File: src/rtl/mcm_pkg.sv
// Shared types and constants for the metronome click mixer.
package mcm_pkg;

    // Configuration port.
    localparam int CFG_INDEX_W = 3;
    localparam int CFG_DATA_W  = 27;

    localparam logic [CFG_INDEX_W-1:0] CFG_SAMPLES_PER_BEAT = 3'd0;
    localparam logic [CFG_INDEX_W-1:0] CFG_CLICK_ENABLE     = 3'd1;
    localparam logic [CFG_INDEX_W-1:0] CFG_CLICK_LENGTH     = 3'd2;
    localparam logic [CFG_INDEX_W-1:0] CFG_ENVELOPE_STEP    = 3'd3;
    localparam logic [CFG_INDEX_W-1:0] CFG_TONE_STEP_HIGH   = 3'd4;
    localparam logic [CFG_INDEX_W-1:0] CFG_TONE_STEP_LOW    = 3'd5;

    // Register widths.
    localparam int SPB_W        = 27;
    localparam int CLICK_W      = 12;
    localparam int STEP_W       = 23;
    localparam int BEAT_W       = 2;
    localparam int BEAT_PHASE_W = 28;

    // Register reset values.
    localparam logic [SPB_W-1:0]   SPB_RESET       = 27'd6144000;
    localparam logic [CLICK_W-1:0] CLICK_LEN_RESET = 12'd384;
    localparam logic [CLICK_W-1:0] ENV_STEP_RESET  = 12'd171;
    localparam logic [STEP_W-1:0]  STEP_HI_RESET   = 23'd349525;
    localparam logic [STEP_W-1:0]  STEP_LO_RESET   = 23'd69905;

    localparam logic [CLICK_W-1:0]      CLICK_MIN  = 12'd32;
    localparam logic [BEAT_W-1:0]       BEAT_RESET = 2'd3;
    localparam logic [BEAT_PHASE_W-1:0] PHASE_MAX  = 28'hFFFFFFF;
    localparam logic [BEAT_PHASE_W-1:0] ONE_SAMPLE = 28'd256;

    // Envelope, Q0.16 with one integer bit for unity.
    localparam int               ENV_W   = 17;
    localparam logic [ENV_W-1:0] ENV_ONE = 17'h10000;

    // Shared multiplier.
    localparam int MUL_A_W   = 32;
    localparam int MUL_B_W   = 18;
    localparam int MUL_P_W   = MUL_A_W + MUL_B_W;
    localparam int MAG_SPLIT = 30;

    // Sine table: Q0.15 magnitudes, pi/2 in Q30 for the elaboration-time series.
    localparam int          SINE_MAG_W  = 15;
    localparam logic [63:0] HALF_PI_Q30 = 64'd1686629713;

    typedef struct packed {
        logic                  neg;
        logic [SINE_MAG_W-1:0] mag;
    } sine_t;

    typedef struct packed {
        logic [MUL_A_W-1:0] a;
        logic [MUL_B_W-1:0] b;
    } mul_req_t;

    typedef enum logic [3:0] {
        S_IDLE,
        S_BEAT,
        S_CLICK,
        S_ENV,
        S_SQUARE,
        S_HIGH,
        S_LOW,
        S_SUM,
        S_ABS,
        S_MAG_LO,
        S_MAG_HI,
        S_ROUND,
        S_FINISH
    } state_t;

endpackage

File: src/rtl/mcm_in_if.sv
// Input channel: one stereo sample per transaction.
interface mcm_in_if #(
    parameter int SAMPLE_WIDTH = 24
);
    logic                           valid;
    logic                           ready;
    logic signed [SAMPLE_WIDTH-1:0] left_in;
    logic signed [SAMPLE_WIDTH-1:0] right_in;

    modport source (output valid, output left_in, output right_in, input ready);
    modport sink (input valid, input left_in, input right_in, output ready);
endinterface

File: src/rtl/mcm_out_if.sv
// Output channel: mixed stereo sample and beat status per transaction.
interface mcm_out_if #(
    parameter int SAMPLE_WIDTH = 24
);
    logic                           valid;
    logic                           ready;
    logic signed [SAMPLE_WIDTH-1:0] left_out;
    logic signed [SAMPLE_WIDTH-1:0] right_out;
    logic                           beat_start;
    logic [1:0]                     beat_number;

    modport source (output valid, output left_out, output right_out, output beat_start,
                    output beat_number, input ready);
    modport sink (input valid, input left_out, input right_out, input beat_start,
                  input beat_number, output ready);
endinterface

File: src/rtl/mcm_sine.sv
// Quarter-wave sine table and quadrant folding.
module mcm_sine #(
    parameter int SINE_TABLE_DEPTH = 256,
    parameter int PHASE_WIDTH      = 24
) (
    input  logic [PHASE_WIDTH-1:0] phase,
    output mcm_pkg::sine_t         sine
);
    import mcm_pkg::*;

    localparam int IDX_W   = $clog2(SINE_TABLE_DEPTH);
    localparam int FRAC_W  = PHASE_WIDTH - 2;
    localparam int SCALE_W = FRAC_W + IDX_W;

    logic [SINE_MAG_W-1:0] rom [SINE_TABLE_DEPTH];
    logic [1:0]            quad;
    logic [SCALE_W-1:0]    scaled;
    logic [IDX_W-1:0]      idx_raw;
    logic [IDX_W-1:0]      idx;

    // Build each entry at elaboration from a Taylor series in Q30.
    for (genvar gi = 0; gi < SINE_TABLE_DEPTH; gi++)
    begin : g_entry
        localparam logic [63:0] X  = HALF_PI_Q30 * (2 * gi + 1) / (2 * SINE_TABLE_DEPTH);
        localparam logic [63:0] T1 = ((((X * X) >> 30) * X) >> 30) / 6;
        localparam logic [63:0] T2 = ((((T1 * X) >> 30) * X) >> 30) / 20;
        localparam logic [63:0] T3 = ((((T2 * X) >> 30) * X) >> 30) / 42;
        localparam logic [63:0] T4 = ((((T3 * X) >> 30) * X) >> 30) / 72;
        localparam logic [63:0] T5 = ((((T4 * X) >> 30) * X) >> 30) / 110;
        localparam logic [63:0] T6 = ((((T5 * X) >> 30) * X) >> 30) / 156;
        localparam logic [63:0] T7 = ((((T6 * X) >> 30) * X) >> 30) / 210;
        localparam logic [63:0] POS = X + T2 + T4 + T6;
        localparam logic [63:0] NEG = T1 + T3 + T5 + T7;
        localparam logic [63:0] S   = (POS > NEG) ? (POS - NEG) : 64'd0;
        localparam logic [63:0] ENTRY = (S * 64'd32767 + (64'd1 << 29)) >> 30;
        assign rom[gi] = ENTRY[SINE_MAG_W-1:0];
    end

    assign quad    = phase[PHASE_WIDTH-1 -: 2];
    assign scaled  = SCALE_W'(phase[FRAC_W-1:0]) * SCALE_W'(SINE_TABLE_DEPTH);
    assign idx_raw = scaled[SCALE_W-1:FRAC_W];

    // Mirror the index in the falling quadrants.
    assign idx = quad[0] ? (IDX_W'(SINE_TABLE_DEPTH - 1) - idx_raw) : idx_raw;

    assign sine.mag = rom[idx];
    assign sine.neg = quad[1];

endmodule

File: src/rtl/mcm_mul.sv
// Shared unsigned multiplier with registered product.
module mcm_mul (
    input  logic                          clk,
    input  mcm_pkg::mul_req_t             req,
    output logic [mcm_pkg::MUL_P_W-1:0]   prod
);
    import mcm_pkg::*;

    logic [MUL_P_W-1:0] prod_reg;

    always_ff @(posedge clk)
    begin
        prod_reg <= MUL_P_W'(req.a) * MUL_P_W'(req.b);
    end

    assign prod = prod_reg;

endmodule

File: src/rtl/metronome_click_mixer.sv
// Metronome click mixer: adds a decaying sine click on each beat to a stereo stream.
// Each sample is taken one at a time. With the metronome off (samples_per_beat zero) a
// sample goes from acceptance straight to its result; with no click sounding, or with
// the click muted, it passes the beat and click states first; with an audible click, it
// waits on the single shared 32x18 multiplier, which the click uses six times in series
// (envelope decay, envelope square, high tone gain, accent gain, and two halves of the
// envelope scaling). The next sample is accepted once the result is in the output
// register, even if the sink has not taken it yet. Configuration writes take effect at
// once and belong only in idle periods.
module metronome_click_mixer #(
    parameter int SINE_TABLE_DEPTH = 256,
    parameter int SAMPLE_WIDTH     = 24,
    parameter int PHASE_WIDTH      = 24
) (
    input  logic                               clk,
    input  logic                               rst_n,
    input  logic                               cfg_write,
    input  logic [mcm_pkg::CFG_INDEX_W-1:0]    cfg_index,
    input  logic [mcm_pkg::CFG_DATA_W-1:0]     cfg_data,
    mcm_in_if.sink                             in_ch,
    mcm_out_if.source                          out_ch
);
    import mcm_pkg::*;

    localparam int MIX_W  = SAMPLE_WIDTH + 16;
    localparam int MAG_W  = MIX_W - 1;
    localparam int TICK_W = SAMPLE_WIDTH + 1;
    localparam int SUM_W  = SAMPLE_WIDTH + 2;

    localparam logic [63:0] GAIN_HIGH = ((64'd34 << (SAMPLE_WIDTH - 1)) + 64'd50) / 64'd100;
    localparam logic [63:0] GAIN_LOW  = ((64'd22 << (SAMPLE_WIDTH - 1)) + 64'd50) / 64'd100;

    localparam logic signed [SUM_W-1:0] SAT_HI =
        SUM_W'((64'sd1 <<< (SAMPLE_WIDTH - 1)) - 64'sd1);
    localparam logic signed [SUM_W-1:0] SAT_LO = -SAT_HI - SUM_W'(1);
    localparam logic signed [TICK_W-1:0] TICK_HI = TICK_W'(SAT_HI);
    localparam logic signed [TICK_W-1:0] TICK_LO = TICK_W'(SAT_LO);

    // Configuration registers.
    logic [SPB_W-1:0]   spb_reg;
    logic               click_en_reg;
    logic [CLICK_W-1:0] click_len_reg;
    logic [CLICK_W-1:0] env_step_reg;
    logic [STEP_W-1:0]  step_hi_reg;
    logic [STEP_W-1:0]  step_lo_reg;

    // Sequencer and metronome state.
    state_t                  state_reg;
    state_t                  state_next;
    logic [BEAT_PHASE_W-1:0] beat_phase_reg;
    logic [CLICK_W-1:0]      click_pos_reg;
    logic [BEAT_W-1:0]       beat_cnt_reg;
    logic [PHASE_WIDTH-1:0]  hi_ph_reg;
    logic [PHASE_WIDTH-1:0]  lo_ph_reg;
    logic                    out_valid_reg;

    // Working registers.
    logic signed [SAMPLE_WIDTH-1:0] left_reg;
    logic signed [SAMPLE_WIDTH-1:0] right_reg;
    logic                           start_reg;
    sine_t                          sine_reg;
    logic                           sign_hi_reg;
    logic [ENV_W-1:0]               env2_reg;
    logic signed [MIX_W-1:0]        mix_reg;
    logic [MAG_W-1:0]               mag_reg;
    logic                           neg_reg;
    logic [63:0]                    acc_reg;
    logic signed [TICK_W-1:0]       tick_reg;

    // Output register.
    logic signed [SAMPLE_WIDTH-1:0] left_out_reg;
    logic signed [SAMPLE_WIDTH-1:0] right_out_reg;
    logic                           out_start_reg;
    logic [BEAT_W-1:0]              out_beat_reg;

    logic                    accept;
    logic                    finish_go;
    logic                    beat_due;
    logic [BEAT_PHASE_W-1:0] phase_sub;
    logic [BEAT_PHASE_W-1:0] phase_inc;
    logic [CLICK_W-1:0]      click_n;
    logic                    click_active;
    logic [32:0]             hi_ph_sum;
    logic [32:0]             lo_ph_sum;
    logic [23:0]             dec;
    logic [ENV_W-1:0]        env_now;
    logic [33:0]             sq_sum;
    logic signed [MIX_W-1:0] term_prod;
    logic signed [MIX_W-1:0] term_hi;
    logic signed [MIX_W-1:0] term_lo;
    logic [63:0]             total;
    logic [32:0]             rounded;
    logic [TICK_W-2:0]       tick_mag;
    logic signed [SUM_W-1:0] sum_l;
    logic signed [SUM_W-1:0] sum_r;
    logic signed [SAMPLE_WIDTH-1:0] sat_l;
    logic signed [SAMPLE_WIDTH-1:0] sat_r;

    mul_req_t               mul_req;
    logic [MUL_P_W-1:0]     prod;
    logic [PHASE_WIDTH-1:0] sine_phase;
    sine_t                  sine_now;

    mcm_mul u_mul (
        .clk  (clk),
        .req  (mul_req),
        .prod (prod)
    );

    mcm_sine #(
        .SINE_TABLE_DEPTH (SINE_TABLE_DEPTH),
        .PHASE_WIDTH      (PHASE_WIDTH)
    ) u_sine (
        .phase (sine_phase),
        .sine  (sine_now)
    );

    // Configuration writes.
    always_ff @(posedge clk or negedge rst_n)
    begin
        if (!rst_n)
        begin
            spb_reg       <= SPB_RESET;
            click_en_reg  <= 1'b0;
            click_len_reg <= CLICK_LEN_RESET;
            env_step_reg  <= ENV_STEP_RESET;
            step_hi_reg   <= STEP_HI_RESET;
            step_lo_reg   <= STEP_LO_RESET;
        end
        else if (cfg_write)
        begin
            case (cfg_index)
                CFG_SAMPLES_PER_BEAT: spb_reg       <= cfg_data[SPB_W-1:0];
                CFG_CLICK_ENABLE:     click_en_reg  <= cfg_data[0];
                CFG_CLICK_LENGTH:     click_len_reg <= cfg_data[CLICK_W-1:0];
                CFG_ENVELOPE_STEP:    env_step_reg  <= cfg_data[CLICK_W-1:0];
                CFG_TONE_STEP_HIGH:   step_hi_reg   <= cfg_data[STEP_W-1:0];
                CFG_TONE_STEP_LOW:    step_lo_reg   <= cfg_data[STEP_W-1:0];
                default:              ;
            endcase
        end
    end

    assign accept    = in_ch.valid && in_ch.ready;
    assign finish_go = (state_reg == S_FINISH) && (!out_valid_reg || out_ch.ready);

    assign beat_due  = beat_phase_reg >= BEAT_PHASE_W'(spb_reg);
    assign phase_sub = beat_phase_reg - BEAT_PHASE_W'(spb_reg);
    assign phase_inc = (beat_phase_reg > (PHASE_MAX - ONE_SAMPLE)) ? PHASE_MAX
                                                                    : beat_phase_reg + ONE_SAMPLE;

    assign click_n      = (click_len_reg < CLICK_MIN) ? CLICK_MIN : click_len_reg;
    assign click_active = click_pos_reg < click_n;

    assign hi_ph_sum = 33'(hi_ph_reg) + 33'(step_hi_reg);
    assign lo_ph_sum = 33'(lo_ph_reg) + 33'(step_lo_reg);

    // Envelope from the decay product, floored at zero.
    assign dec     = prod[23:0];
    assign env_now = (dec >= 24'(ENV_ONE)) ? '0 : ENV_W'(24'(ENV_ONE) - dec);
    assign sq_sum  = {1'b0, prod[32:0]} + 34'd32768;

    assign term_prod = signed'({1'b0, prod[MAG_W-1:0]});
    assign term_hi   = sign_hi_reg ? -term_prod : term_prod;
    assign term_lo   = sine_reg.neg ? -term_prod : term_prod;

    // Magnitude times envelope is hi * 2^30 + lo; round half up at bit 31.
    assign total    = acc_reg + (64'(prod) << MAG_SPLIT) + (64'd1 << 30);
    assign rounded  = total[63:31];
    assign tick_mag = rounded[TICK_W-2:0];

    assign sum_l = SUM_W'(left_reg) + SUM_W'(tick_reg);
    assign sum_r = SUM_W'(right_reg) + SUM_W'(tick_reg);
    assign sat_l = (sum_l > SAT_HI) ? SAMPLE_WIDTH'(SAT_HI) :
                   (sum_l < SAT_LO) ? SAMPLE_WIDTH'(SAT_LO) : SAMPLE_WIDTH'(sum_l);
    assign sat_r = (sum_r > SAT_HI) ? SAMPLE_WIDTH'(SAT_HI) :
                   (sum_r < SAT_LO) ? SAMPLE_WIDTH'(SAT_LO) : SAMPLE_WIDTH'(sum_r);

    // Next state.
    always_comb
    begin
        state_next = state_reg;
        case (state_reg)
            S_IDLE:
            begin
                if (in_ch.valid)
                begin
                    state_next = (spb_reg == '0) ? S_FINISH : S_BEAT;
                end
            end
            S_BEAT:   state_next = S_CLICK;
            S_CLICK:  state_next = (click_active && click_en_reg) ? S_ENV : S_FINISH;
            S_ENV:    state_next = S_SQUARE;
            S_SQUARE: state_next = S_HIGH;
            S_HIGH:   state_next = S_LOW;
            S_LOW:    state_next = S_SUM;
            S_SUM:    state_next = S_ABS;
            S_ABS:    state_next = S_MAG_LO;
            S_MAG_LO: state_next = S_MAG_HI;
            S_MAG_HI: state_next = S_ROUND;
            S_ROUND:  state_next = S_FINISH;
            S_FINISH:
            begin
                if (!out_valid_reg || out_ch.ready)
                begin
                    state_next = S_IDLE;
                end
            end
            default:  state_next = S_IDLE;
        endcase
    end

    // Sequencer outputs: handshake, multiplier operands, sine phase select.
    always_comb
    begin
        in_ch.ready = 1'b0;
        mul_req     = '0;
        sine_phase  = hi_ph_reg;
        case (state_reg)
            S_IDLE:
            begin
                in_ch.ready = 1'b1;
            end
            S_ENV:
            begin
                mul_req.a = MUL_A_W'(click_pos_reg);
                mul_req.b = MUL_B_W'(env_step_reg);
            end
            S_SQUARE:
            begin
                mul_req.a = MUL_A_W'(env_now);
                mul_req.b = MUL_B_W'(env_now);
            end
            S_HIGH:
            begin
                mul_req.a  = GAIN_HIGH[MUL_A_W-1:0];
                mul_req.b  = MUL_B_W'(sine_reg.mag);
                sine_phase = lo_ph_reg;
            end
            S_LOW:
            begin
                mul_req.a = GAIN_LOW[MUL_A_W-1:0];
                mul_req.b = MUL_B_W'(sine_reg.mag);
            end
            S_MAG_LO:
            begin
                mul_req.a = MUL_A_W'(mag_reg[MAG_SPLIT-1:0]);
                mul_req.b = MUL_B_W'(env2_reg);
            end
            S_MAG_HI:
            begin
                mul_req.a = MUL_A_W'(mag_reg[MAG_W-1:MAG_SPLIT]);
                mul_req.b = MUL_B_W'(env2_reg);
            end
            default:
            begin
                in_ch.ready = 1'b0;
            end
        endcase
    end

    // Control and metronome state.
    always_ff @(posedge clk or negedge rst_n)
    begin
        if (!rst_n)
        begin
            state_reg      <= S_IDLE;
            beat_phase_reg <= '0;
            click_pos_reg  <= CLICK_LEN_RESET;
            beat_cnt_reg   <= BEAT_RESET;
            hi_ph_reg      <= '0;
            lo_ph_reg      <= '0;
            start_reg      <= 1'b0;
            out_valid_reg  <= 1'b0;
        end
        else
        begin
            state_reg <= state_next;

            if (accept)
            begin
                start_reg <= 1'b0;
            end

            // Restart the click on a new beat.
            if (state_reg == S_BEAT && beat_due)
            begin
                beat_phase_reg <= phase_sub;
                click_pos_reg  <= '0;
                hi_ph_reg      <= '0;
                lo_ph_reg      <= '0;
                beat_cnt_reg   <= beat_cnt_reg + 2'd1;
                start_reg      <= 1'b1;
            end

            if (state_reg == S_CLICK)
            begin
                beat_phase_reg <= phase_inc;
            end

            // Advance the click once per sample, audible or not.
            if ((state_reg == S_CLICK && click_active && !click_en_reg) ||
                state_reg == S_ROUND)
            begin
                click_pos_reg <= click_pos_reg + 12'd1;
                hi_ph_reg     <= hi_ph_sum[PHASE_WIDTH-1:0];
                lo_ph_reg     <= lo_ph_sum[PHASE_WIDTH-1:0];
            end

            if (finish_go)
            begin
                out_valid_reg <= 1'b1;
            end
            else if (out_ch.ready)
            begin
                out_valid_reg <= 1'b0;
            end
        end
    end

    // Datapath payload.
    always_ff @(posedge clk)
    begin
        if (accept)
        begin
            left_reg  <= in_ch.left_in;
            right_reg <= in_ch.right_in;
            tick_reg  <= '0;
        end

        case (state_reg)
            S_CLICK:
            begin
                tick_reg <= '0;
            end
            S_ENV:
            begin
                sine_reg <= sine_now;
            end
            S_HIGH:
            begin
                env2_reg    <= sq_sum[32:16];
                sign_hi_reg <= sine_reg.neg;
                sine_reg    <= sine_now;
            end
            S_LOW:
            begin
                mix_reg <= term_hi;
            end
            S_SUM:
            begin
                if (beat_cnt_reg == '0)
                begin
                    mix_reg <= mix_reg + term_lo;
                end
            end
            S_ABS:
            begin
                neg_reg <= mix_reg[MIX_W-1];
                mag_reg <= mix_reg[MIX_W-1] ? MAG_W'(-mix_reg) : MAG_W'(mix_reg);
            end
            S_MAG_HI:
            begin
                acc_reg <= 64'(prod);
            end
            S_ROUND:
            begin
                tick_reg <= neg_reg ? -signed'({1'b0, tick_mag}) : signed'({1'b0, tick_mag});
            end
            default:
            begin
            end
        endcase

        if (finish_go)
        begin
            left_out_reg  <= sat_l;
            right_out_reg <= sat_r;
            out_start_reg <= start_reg;
            out_beat_reg  <= beat_cnt_reg;
        end
    end

    assign out_ch.valid       = out_valid_reg;
    assign out_ch.left_out    = left_out_reg;
    assign out_ch.right_out   = right_out_reg;
    assign out_ch.beat_start  = out_start_reg;
    assign out_ch.beat_number = out_beat_reg;

    // One sample in flight at a time.
    a_one_in_flight: assert property (@(posedge clk) disable iff (!rst_n)
        accept |=> !in_ch.ready)
        else $error("sample accepted while another is in work");

    // Squared envelope never exceeds unity.
    a_env2_range: assert property (@(posedge clk) disable iff (!rst_n)
        state_reg == S_LOW |-> env2_reg <= ENV_ONE)
        else $error("squared envelope out of range");

    // Click value stays inside the sample range.
    a_tick_range: assert property (@(posedge clk) disable iff (!rst_n)
        state_reg == S_FINISH |-> (tick_reg <= TICK_HI && tick_reg >= TICK_LO))
        else $error("click value out of sample range");

    // Hold a finished result while the previous one is still waiting.
    a_hold_result: assert property (@(posedge clk) disable iff (!rst_n)
        (state_reg == S_FINISH && out_valid_reg && !out_ch.ready) |=> state_reg == S_FINISH)
        else $error("result overwrote a pending output");

    // Metronome off passes straight through without a beat.
    a_bypass: assert property (@(posedge clk) disable iff (!rst_n)
        (accept && spb_reg == '0) |=> (state_reg == S_FINISH && !start_reg))
        else $error("bypass sample took the metronome path");

endmodule
File: src/flat_wrapper.sv
// flat-port wrapper written by rule: the top's interface ports become plain ports
module metronome_click_mixer_flat import mcm_pkg::*;
#(
    parameter int SINE_TABLE_DEPTH = 256,
    parameter int SAMPLE_WIDTH     = 24,
    parameter int PHASE_WIDTH      = 24
)
  (clk, rst_n, cfg_write, cfg_index, cfg_data, in_ch_valid, in_ch_left_in, in_ch_right_in, in_ch_ready, out_ch_valid, out_ch_left_out, out_ch_right_out, out_ch_beat_start, out_ch_beat_number, out_ch_ready);
  mcm_in_if #(.SAMPLE_WIDTH(SAMPLE_WIDTH)) in_ch_i ();
  mcm_out_if #(.SAMPLE_WIDTH(SAMPLE_WIDTH)) out_ch_i ();
  input  logic clk;
  input  logic rst_n;
  input  logic cfg_write;
  input  logic [mcm_pkg::CFG_INDEX_W-1:0] cfg_index;
  input  logic [mcm_pkg::CFG_DATA_W-1:0] cfg_data;
  input wire logic [$bits(in_ch_i.valid)-1:0] in_ch_valid;
  input wire logic [$bits(in_ch_i.left_in)-1:0] in_ch_left_in;
  input wire logic [$bits(in_ch_i.right_in)-1:0] in_ch_right_in;
  output wire logic [$bits(in_ch_i.ready)-1:0] in_ch_ready;
  output wire logic [$bits(out_ch_i.valid)-1:0] out_ch_valid;
  output wire logic [$bits(out_ch_i.left_out)-1:0] out_ch_left_out;
  output wire logic [$bits(out_ch_i.right_out)-1:0] out_ch_right_out;
  output wire logic [$bits(out_ch_i.beat_start)-1:0] out_ch_beat_start;
  output wire logic [$bits(out_ch_i.beat_number)-1:0] out_ch_beat_number;
  input wire logic [$bits(out_ch_i.ready)-1:0] out_ch_ready;
  assign in_ch_i.valid = in_ch_valid;
  assign in_ch_i.left_in = in_ch_left_in;
  assign in_ch_i.right_in = in_ch_right_in;
  assign in_ch_ready = in_ch_i.ready;
  assign out_ch_valid = out_ch_i.valid;
  assign out_ch_left_out = out_ch_i.left_out;
  assign out_ch_right_out = out_ch_i.right_out;
  assign out_ch_beat_start = out_ch_i.beat_start;
  assign out_ch_beat_number = out_ch_i.beat_number;
  assign out_ch_i.ready = out_ch_ready;
  metronome_click_mixer #(.SINE_TABLE_DEPTH(SINE_TABLE_DEPTH), .SAMPLE_WIDTH(SAMPLE_WIDTH), .PHASE_WIDTH(PHASE_WIDTH)) u_core (.clk(clk), .rst_n(rst_n), .cfg_write(cfg_write), .cfg_index(cfg_index), .cfg_data(cfg_data), .in_ch(in_ch_i), .out_ch(out_ch_i));
endmodule
File: config.mk
export PLATFORM = sky130hd
export DESIGN_NAME = metronome_click_mixer_flat
export DESIGN_NICKNAME = d
export VERILOG_FILES = /design/src/rtl/mcm_pkg.sv /design/src/rtl/mcm_in_if.sv /design/src/rtl/mcm_out_if.sv /design/src/rtl/mcm_sine.sv /design/src/rtl/mcm_mul.sv /design/src/rtl/metronome_click_mixer.sv /design/src/flat_wrapper.sv
export SDC_FILE = /design/constraint.sdc
export NUM_CORES = 2
export LEC_CHECK = 0
export BUFFER_PORTS_ARGS = -buffer_cell sky130_fd_sc_hd__buf_2
export CAP_MARGIN = 5
export CORE_AREA = 3 3 210 418
export CTS_BUF_LIST = sky130_fd_sc_hd__clkbuf_8
export DETAILED_ROUTE_END_ITERATION = 8
export DIE_AREA = 0 0 213 421
export PLACE_DENSITY_LB_ADDON = 0.05
export SLEW_MARGIN = 20
export SYNTH_ARGS = -nofsm -noshare
export SYNTH_HDL_FRONTEND = slang
export SYNTH_SLANG_ARGS = --single-unit
File: constraint.sdc
create_clock -name clk -period 10.9 [get_ports clk]
set_clock_uncertainty 0.05 [all_clocks]
set_input_delay 2.18 -clock clk [delete_from_list [all_inputs] [get_ports clk]]
set_output_delay 2.18 -clock clk [all_outputs]
set_load 0.05 [all_outputs]
# [Yosys cells after proc, flatten, opt, wreduce, memory -nomap -nowiden]
# Memory sizes are Yosys's and may differ from the RTL's. A register that Yosys moved wholly into a read port is not among the register bits.
# Cells that the tools add are included.
[totals] in_bits=83 memories=1 word_cells=140 mem_bits_ro=3840 register_bits=513 out_inout_bits=53
[memory_table] memory="(no name shown)" words=256 word_bits=15 rd=1 rd_clocked_by_memory_dff=1 wr=0 line="mcm_sine.sv:46" rtl="assign sine.mag = rom[idx];"
[classes] n_mul=1 n_eq_ne=20 addsub=17 n_reduce_logical=29 magnitude_cmp=9 mux=33 bitwise=1
[op_table] operator="48-bit one-hot mux with 6 select lines" count=1
[op_table] operator="24-bit 2-to-1 mux" count=6
[op_table] operator="40-bit 2-to-1 mux" count=3
[op_table] operator="28-bit 2-to-1 mux" count=3
[op_table] operator="40-bit one-hot mux with 2 select lines" count=1
[op_table] operator="48-bit by 55-bit adder with 55-bit output" count=1
[op_table] operator="55-bit by 31-bit adder with 55-bit output, second input constant" count=1
[op_table] operator="24-bit by 25-bit adder with 26-bit output" count=2
[op_table] operator="26-bit by 24-bit > comparator with 1-bit output, second input constant" count=2
[op_table] operator="26-bit by 24-bit < comparator with 1-bit output, second input constant" count=2
[op_table] operator="4-bit one-hot mux with 13 select lines" count=1
[op_table] operator="25-bit 2-to-1 mux" count=2
[op_table] operator="25-bit one-hot mux with 2 select lines" count=1
[op_table] operator="24-bit by 23-bit adder with 24-bit output" count=2
[op_table] operator="30-bit by 18-bit multiplier with 48-bit output" count=1
[op_table] operator="40-bit adder" count=1
[op_table] operator="39-bit negation with 40-bit output" count=1
[op_table] operator="39-bit 2-to-1 mux" count=1
[op_table] operator="39-bit negation" count=1
[op_table] operator="12-bit 2-to-1 mux" count=3
[op_table] operator="33-bit by 16-bit adder with 33-bit output, second input constant" count=1
[op_table] operator="28-bit by 9-bit adder with 28-bit output, second input constant" count=1
[op_table] operator="28-bit by 27-bit >= comparator with 1-bit output" count=1
[op_table] operator="28-bit > comparator, second input constant" count=1
[op_table] operator="34 further kinds" count=70

# [Depth between registers and ports, before layout]
[logic_depth] ltp_word=7 depth_mapped=36 ltp_nobuf=33

# [By module]
# Synthesis repeated with hierarchy kept, for this count alone.
[unflattened] hier_cells=6541 area_unflattened_um2=57121.0
[modules_own_cells] module="metronome_click_mixer" n_inst=1 seq_area_each_um2=12643.4 area_per_inst_um2=30314.1 cells_per_inst=3120
[modules_own_cells] module="mcm_mul" n_inst=1 seq_area_each_um2=1001.0 area_per_inst_um2=19224.7 cells_per_inst=2187
[modules_own_cells] module="mcm_sine" n_inst=1 seq_area_each_um2=0.0 area_per_inst_um2=7582.3 cells_per_inst=1234

# [Worst setup path after synthesis]
# OpenSTA, ideal clock, no wires.
[synth_timing] kind="register -> register" start="reg u_core.u_mul.prod_reg[0] (netlist: u_core.u_mul.prod[0])" end="reg u_core.u_mul.prod_reg[46] (netlist: u_core.u_mul.prod[46])" n_path_buf=3 arrival_ns=8.420 setup_time_ns=0.072 path_stages_with_launch=33 path_slack_ns=2.359 synth_period_minus_slack_ns=8.541 required_ns=10.778 path_cell_list="dfxtp_1 > inv_1 > ha_1 > or3b_2 > or3_1 > clkbuf_1 > or3_1 > or3_1 > xor2_1 > nand2_1 > and2_1 > clkbuf_1 > nor2_1 > fa_1 > fa_1 > fa_1 > fa_1 > fa_1 > inv_1 > fa_1 > inv_1 > ha_1 > clkbuf_1 > nand4_1 > a21o_1 > o21ai_0 > a31oi_1 > o21ai_0 > a21oi_1 > nand3b_1 > and2_1 > o31ai_1 > xor2_1"
[synth_via] elab_chain_cells=4 elab_cells_between_ends=5 classes_between="add/sub: 1; mul: 1; order compare: 1; mux: 2"
[synth_lines] item="start, declared" line="mcm_mul.sv:9" rtl="logic [MUL_P_W-1:0] prod_reg;"
[synth_lines] item="start signal, assigned" line="mcm_mul.sv:13" rtl="prod_reg <= MUL_P_W'(req.a) * MUL_P_W'(req.b);"
[synth_lines] item="24-bit by 17-bit >= comparator with 1-bit output / 17-bit subtractor (equally long branches)" line="metronome_click_mixer.sv:160" rtl="assign env_now = (dec >= 24'(ENV_ONE)) ? '0 : ENV_W'(24'(ENV_ONE) - dec);"
[synth_lines] item="17-bit 2-to-1 mux *" line="metronome_click_mixer.sv:160"
[synth_lines] item="48-bit one-hot mux with 6 select lines *" line="metronome_click_mixer.sv:219" rtl="case (state_reg)"
[synth_lines] item="30-bit by 18-bit multiplier with 48-bit output *" line="mcm_mul.sv:13"
# Mark *: on every way between the ends. The rest lies on a longest branch, timed or not.
# A chain may end at the register's enable or synchronous reset.

# [Worst setup path in the final report]
[layout_timing] start="reg u_core.u_mul.prod_reg[0] (netlist: u_core.u_mul.prod[0])" end="reg u_core.u_mul.prod_reg[43] (netlist: u_core.u_mul.prod[43])"
# Same word-level chain as after synthesis.

==> reports/qor.csv <==
metric;value;unit
place_inst;6806;
antenna_left;0;
vias;45200;
drive_gt1_frac;0.0904;
min_period;9800;ps
drv_cap;0;
drc_errors;0;
synthTopCellsByCount;713 x nand2_1, 645 x inv_1, 525 x nor2_1;
slew_headroom;0.117;
ioPinCount;136;
multi_input_area;34100;sq um
nNetsFinal;6712;
seq_area_frac_synth;0.266;
wirelength;191000;um
critPathMaxStageDelay;600;ps
cp.arrival;10380;ps
synth_ff_type;edfxtp_1;
post_drt_wl_per_cell;27.4;um
dp_slack;1240;ps
yosysWarningCount;0;
antenna_found_initial;7;
final_cells;6964;
post_cts_buffers;0;
cts_max_level;3;
cts_resized;0;
end_kind;flip-flop;
cp_common_cell;fa_1;
powerDensity;342;nW/um^2
final_util;0.642;
fin_ws;1100;ps
clock_latency;800;ps
tritoncts;built;
cts_made_buffers;80;
ys_seq_elements;498;
grt_pass1_vias;46900;
yosysMostFrequentCell;nand2_1;
outcome;complete, no violations;
vias_per_cell;6.48;
rsz0062_at_grt;no;
period_share;0.899;
regArea;13500;sq um
synthCells;5799;
start_kind;flip-flop;
cts_buffer_depth;3;
syn-num-nets;6691;
setup_viol;0;
start_util;0.600;
r2r_cells;31;
dp_hpwl;145000;um
min_path_cells;0;
cts_num_sinks;498;
hold_class;flip-flop to flip-flop;
path_max_fanout;18;
fillers;7468;
crit_required;11490;ps
die_w;213;um
coreArea;84800;sq um
synth_enable_flop_cells;256;
hold_buffers;0;
grt_start_max_net_pins;71;
place_area;52700;sq um
cp_slowest_cell;nand2_1;
slew_viol_final;0;
largest_reg_flops;48;
die_area;89700;sq um
avgSynthCellArea;8.78;sq um
area_growth;6.91;%
path_class;flip-flop to flip-flop;
synth_top_cell_area_share;0.168;
first_pass_iters;6;
syn_area;50900;sq um
drt_iter0_drc;4385;
async_reset_ff_frac;0.390;
ir_drop;0.353;mV
hold_viol;0;
io_buffers;135;
yosysTopAreaCell;fa_1;
total_leakage_power;24.6;nW
cts-root-buf;clkbuf_8;
gp_congestion;1.12;
worst_pin_slew;1310;ps
yosysUniqueCellTypes;86;
grt_pass1_wl;284000;um
rows;151;
cts.clk_slew.worst_paths;70;ps
grt_use_total;0.428;
die-height;421;um
synth.area.top_cells;fa_1 17%, edfxtp_1 15%, ha_1 9.4%, dfrtp_1 7.9%, nand2_1 5.3%;
max_freq;102;MHz
fin_area;54400;sq um
tns;0;ps
grt_overflow;0;
-- metrics by stage --
stage | hold WS, ps | total power, mW
final | 361 | 18.6
after global routing | 362 | 19.7
after CTS | 360 | 18.0
after detailed placement | 343 | 16.1
after global placement | 338 | 16.1
after floorplan | 336 | 11.8
-- area by class of cell --
| type | instances | area share |
|---|---|---|
| inverter | 645 | 0.0445 |
| clock buffer | 91 | 0.0230 |
| multi-input combinational | 4364 | 0.626 |
| timing repair buffer | 231 | 0.0258 |
| sequential | 498 | 0.249 |
| tap | 1071 | 0.0246 |
| clock inverter | 56 | 0.00706 |
| antenna | 8 | 0.000368 |
-- logic make-up (layout without fill, tap and decap cells) --
logic type               count (synthesis)  after routing  share of synthesized area
other                                    0              8                          0
adder cells (fa/ha/maj)                809            809                      0.262
AO/OA/AOI/OAI                         1360           1360                      0.169
multiplexers                            79             79                     0.0172
XOR/XNOR                               372            372                     0.0643
AND/OR/NAND/NOR                       1744           1744                      0.152
buffers and inverters                  937           1023                     0.0692
flip-flops                             498            498                      0.266
-- power by group --
group / internal, mW / total (mW) / switching (mW)
clock: 0.868 / 1.74 / 0.877
combinational: 4.33 / 13.6 / 9.29
sequential: 2.73 / 3.28 / 0.547
total: 7.92 / 18.6 / 10.7
-- final timing paths --
kind,endpoint,slack (ps),startpoint
min in group asynchronous,u_core.hi_ph_reg[19],1330,rst_n
worst max register to register,u_core.u_mul.prod[43],1100,u_core.u_mul.prod[0]
max in group asynchronous,u_core.click_pos_reg[0],8090,rst_n
worst min-delay path,u_core.acc_reg[47],360,u_core.u_mul.prod[47]
worst max-delay path,u_core.u_mul.prod[43],1100,u_core.u_mul.prod[0]
worst min register to register,u_core.acc_reg[47],360,u_core.u_mul.prod[47]
-- cells in the final DEF, fill, tap and decap left out, types with 41 or more instances in the layout --
| cell | synthesis | final |
|---|---|---|
| o21bai_1 | 41 | 41 |
| dfrtp_1 | 161 | 161 |
| nand2b_1 | 58 | 58 |
| buf_4 | 0 | 94 |
| nor2_1 | 525 | 521 |
| clkbuf_8 | 0 | 92 |
| ha_1 | 381 | 381 |
| nand3_1 | 103 | 101 |
| inv_1 | 645 | 669 |
| o21ai_0 | 352 | 350 |
| nand2_1 | 713 | 712 |
| mux2_2 | 69 | 69 |
| xnor2_1 | 250 | 250 |
| a21o_1 | 161 | 161 |
| a21oi_1 | 365 | 359 |
| or3_1 | 45 | 45 |
| dfxtp_1 | 48 | 48 |
| nor3_1 | 70 | 67 |
| edfxtp_1 | 256 | 256 |
| xor2_1 | 120 | 120 |
| buf_2 | 7 | 134 |
| fa_1 | 428 | 428 |
| o211ai_1 | 53 | 53 |
-- layer usage --
layer | track usage | part of all wire
met5 | 0 | 0
met1 | 0.406 | 0.30
met3 | 0.105 | 0.073
met2 | 0.720 | 0.49
met4 | 0.443 | 0.14
-- worst max-delay path: cells and delay by family, from the launching register on --
| kind | cells | cell delay, ps |
|---|---|---|
| adders and majority gates | 8 | 3630 |
| buffers and inverters | 4 | 260 |
| and+or+nand+nor | 9 | 3090 |
| DFF | 1 | 360 |
| xor gates and xnor gates | 2 | 320 |
| AOI/OAI and AO/OA | 8 | 1940 |
Power figures use the tool's default switching activity.
